`config.mk`:
```
export PLATFORM = sky130hd
export DESIGN_NAME = baos_ram
export DESIGN_NICKNAME = d
export VERILOG_FILES = /design/src/sv/baos_ram.sv
export SDC_FILE = /design/constraint.sdc
export NUM_CORES = 2
export LEC_CHECK = 0
export BUFFER_PORTS_ARGS = -buffer_cell sky130_fd_sc_hd__buf_2
export CORE_MARGIN = 2
export CORE_UTILIZATION = 35
export CTS_CLUSTER_SIZE = 8
export DETAILED_ROUTE_END_ITERATION = 12
export HOLD_SLACK_MARGIN = 0.02
export PLACE_DENSITY_LB_ADDON = 0.08
export SLEW_MARGIN = 20
export SYNTH_ARGS = -nofsm -noshare
export SYNTH_HDL_FRONTEND = slang
export SYNTH_SLANG_ARGS = --single-unit
```
`constraint.sdc`:
```
create_clock -name clock -period 7.1 [get_ports clock]
set_clock_uncertainty 0.15 [all_clocks]
set_input_delay 1.065 -clock clock [delete_from_list [all_inputs] [get_ports clock]]
set_output_delay 1.065 -clock clock [all_outputs]
set_load 0.01 [all_outputs]
```
`src/sv/baos_ram.sv`:
```
// generic simple dual-port ram with registered read
module baos_ram #(
   parameter int WIDTH     = 32,
   parameter int DEPTH     = 64,
   parameter int ADDR_BITS = (DEPTH > 1) ? $clog2(DEPTH) : 1
) (
   input  logic                 clock,
   input  logic                 wr_en,
   input  logic [ADDR_BITS-1:0] wr_addr,
   input  logic [WIDTH-1:0]     wr_data,
   input  logic                 rd_en,
   input  logic [ADDR_BITS-1:0] rd_addr,
   output logic [WIDTH-1:0]     rd_data
);

   logic [WIDTH-1:0] mem_ff [DEPTH];
   logic [WIDTH-1:0] rd_data_ff;

   always_ff @(posedge clock) begin
      if (wr_en) begin
         mem_ff[wr_addr] <= wr_data;
      end
      if (rd_en) begin
         rd_data_ff <= mem_ff[rd_addr];
      end
   end

   assign rd_data = rd_data_ff;

endmodule

```
==> flow_results.org <==
** Worst setup path
- Worst Path Arrival :: 4560 ps
- Category of the critical setup timing path :: in -> reg
- Critical Path Fanout Max :: 55
- For the worst setup path, the data required time is 7560 ps.
- On the worst path, the slowest cell contributes a delay of 680 ps.
- Cells along the critical path :: buf_8 > buf_12 > buf_4 > buf_4 > mux4_2 > mux2i_1 > a21oi_1 > a21oi_1 > nor2_1
- Among all stages on the critical path, the largest delay is contributed by a21oi_1.
- CP startpoint kind :: input port
- Worst setup EP type :: flop

** Logic synthesis
- Number of nets produced by synthesis :: 3,371
- After synthesis the netlist holds a flip-flop and latch count of 2,080.
- The synthesized netlist contains 33 unique library cells.
- Instance count of the mapped netlist :: 3,324
- After synthesis the cells add up to 0.0788 mm2.
- Yosys mapped a number of flops with a built-in enable equal to 2,080.
- Sequential-to-total area share from yosys stat :: 79.2%
- In the synthesized netlist, the cells that appear most often are edfxtp_1, mux4_2, nor2_1.
- The biggest area contributor in the post-synthesis netlist is edfxtp_1.
- The most common cell in the synthesized netlist is edfxtp_1.
- Share of async-settable or async-resettable flops after synthesis :: 0%
- Number of warnings printed during yosys synthesis :: 0
- For this run, the leading register cell type out of synthesis is edfxtp_1.
- Share of the synthesized area in the top cell type :: 79.2%
- Each instance of the synthesized netlist takes up on average 23.7 um2.
- In the post-synthesis netlist, the biggest area contributors are edfxtp_1, mux4_2, mux2i_1.

** Finish
- Net total in the final layout :: 3,729
- In the final layout, the share of cells above drive strength 1 is 31.6%.
- Count of filler cells inserted in the layout :: 19,300
- From synthesis to final layout, the design area changed by 16.8%.

** CTS
- Buffers inserted during clock tree synthesis total 311.
- In this run the number of H-tree levels came out at 5.
- No sink is reached through more buffers than the 4 on the longest clock path.
- Insertion delay to the later sink of the worst-skew pair :: 920 ps
- Hold repair after CTS inserted 0 buffers.
- Root buffer selected by CTS :: clkbuf_16
- Reg clk slew, reported paths :: 50 ps
- The number of gates resized after CTS was 0.
- CTS saw 2,080 sinks.
- TritonCTS built the clock tree.
- Once the clock tree was built, the setup fixing pass inserted 0 buffers.

** Timing
- Worst-case headroom to the max-slew limit :: 26.6%
- Setup repair after global routing missed its margin :: no
- Fmax :: 244 MHz
- Worst hold slack :: 481 ps
- Final TNS setup :: 0 ps
- Final critical delay including setup and external delays :: 4100 ps
- Max-slew violation total from the final report :: 0
- At the pin with the least slew margin, the transition time is 1100 ps.
- Of the available clock period, the critical path in the final layout requires 57.7%.
- The count of final hold-check violations was 0.
- Final setup violation count :: 0

** Routing
- Average vias per placed instance :: 5.56
- For this block, the routed nets add up to 239,000 um of wire.
- Number of violations reported at the end of detailed-routing iteration 0 :: 3,798
- Once detail routing completed, the nets flagged for antenna violations numbered 0.
- The first TritonRoute pass finished after 5 iterations.
- Dividing the detail-routed wire length by the instance count gives 35.6 um.
- The detailed router placed 37,300 vias in this run.
- Remaining design rule violation count :: 0

** Pwr
- Switching power :: 5.79 mW
- The analysis attributes to cell leakage a power of 28.5 nW.
- Power density normalized to cell area :: 301 mW/mm2
- Cell internal power was estimated by the tool at 21.9 mW.
- Across the VDD grid, the largest voltage drop is 246 uV.
- Clock network fraction of design power :: 45.8%
- Portion of total power attributed to sequential cells :: 49.5%
- Combinational logic is responsible for 4.7% of the overall power.
- Sw Ratio :: 20.9%

** Global routing
- Antenna violations before repair :: 28
- GRT Resource Usage Total :: 20.9%
- The number of global-route vias before repair is 39,400.
- Overflow after GRT :: 0
- Largest net degree at the start of global routing :: 76
- The first global-routing pass estimated 328,000 um of wire.

** Run status
- The flow ran to the end, and the final reports show no timing, DRC or antenna violations.

** Placement
- Summed over all nets, the half-perimeter wirelength after detailed placement is 134,000 um.
- Routability-driven placement finished with a final weighted congestion of 0.764.
- In this run the tool buffered the top-level ports with 78 buffer cells.

** Floorplanning
- Effective utilization at floorplan :: 35.1%
- In this run the core area contains 174 standard-cell rows.
- Die width :: 479 um
- The floorplan step defined a core boundary enclosing 0.224 mm2.
- The die covers 0.229 mm2.
- Die boundary height :: 479 um
- 79 I/O pins were placed.

** Worst hold path
- The min-delay analysis places its worst path in the category in -> reg.

** Run
- The tool flagged a number of max-cap violations equal to 0.
## worst max-delay path, delay by kind of cell
family | cells | cell delay (ps)
AO/OA/AOI/OAI | 2 | 910
buffers and inverters | 4 | 1330
multiplexers | 2 | 980
AND/OR/NAND/NOR | 1 | 90
## placed cells by master (no fill, tap or decap), types with 3 or more instances in the layout
| master | count |
|---|---|
| mux2i_1 | 93 |
| and3_1 | 4 |
| o22ai_1 | 83 |
| nand3b_1 | 5 |
| nand2_1 | 26 |
| buf_12 | 17 |
| a41o_1 | 4 |
| or3_1 | 3 |
| nor3_1 | 5 |
| buf_2 | 68 |
| mux4_2 | 544 |
| buf_8 | 3 |
| diode_2 | 13 |
| a22oi_1 | 12 |
| edfxtp_1 | 2080 |
| nand2b_1 | 7 |
| nor2_1 | 74 |
| or3b_2 | 3 |
| buf_4 | 137 |
| o32ai_1 | 4 |
| a311oi_1 | 8 |
| nor2b_1 | 14 |
| clkbuf_1 | 6 |
| nor2_4 | 62 |
| nand3_1 | 5 |
| a21oi_1 | 62 |
| o221ai_1 | 27 |
| clkbuf_16 | 319 |
## layer usage
| layer | routed length [um] | GRT usage [%] | vias to the layer above |
|---|---|---|---|
| met2 | 118000 | 34.6 | 1243 |
| met1 | 101000 | 28.4 | 20800 |
| li1 | - | - | 14900 |
| met4 | 6110 | 6.02 | 2 |
| met5 | 13 | 0 | - |
| met3 | 13200 | 3.43 | 332 |
## per-stage QoR
step                      std cells  cell area (um2)  util [%]  total power, mW  setup slack [ps]
after CTS                      6693            92000      41.0             28.1              2960
final                          6706            92100      41.0             27.7              3000
after global routing           6703            92100      41.0             28.6              2810
after global placement         6353            83800      37.3             15.3              2010
after detailed placement       6361            84000      37.4             15.3              1990
after floorplan                3324            78800         -             14.6              2730
## cell type report
cell class              count  area (um2)  share of cell area (%)
flip-flops and latches   2080       62500                    67.8
multi-input cells        1062       16000                    17.4
clock buffers             325        8010                    8.69
well taps                2992        3740                    4.07
repair buffers            227        1790                    1.95
clock inverters             7        66.3                  0.0720
diodes                     13        32.5                  0.0353
## sequential cells by signal, summed over array words and instances (netlist names)
name and cells:
mem_ff 2048, rd_data 32
## power groups by stage
| stage | clock [mW] | sequential [mW] | combinational, mW |
|---|---|---|---|
| after floorplan | 0 | 13.9 | 0.662 |
| after global placement | 0 | 13.9 | 1.31 |
| after detailed placement | 0 | 13.9 | 1.34 |
| after CTS | 13.0 | 13.7 | 1.35 |
| after global routing | 13.5 | 13.7 | 1.39 |
| final | 12.7 | 13.7 | 1.31 |
## final timing paths
path                            slack [ps]           from  depth (start not counted)      endpoint
worst max-delay path                  3000     rd_addr[0]                          9   rd_data[21]
worst min-delay path                   480     wr_data[1]                          1  mem_ff[8][1]
worst max register to register        4250  mem_ff[7][29]                          4   rd_data[29]
worst min register to register         740  mem_ff[13][8]                          4    rd_data[8]
## cells by family after synthesis
group | count (synthesis) | share of synthesized area, %
AOI/OAI and AO/OA | 202 | 1.67
buffers and inverters | 182 | 1.12
and+or+nand+nor | 223 | 1.26
muxes | 637 | 16.7
DFF | 2080 | 79.2
Power figures use the tool's default switching activity.
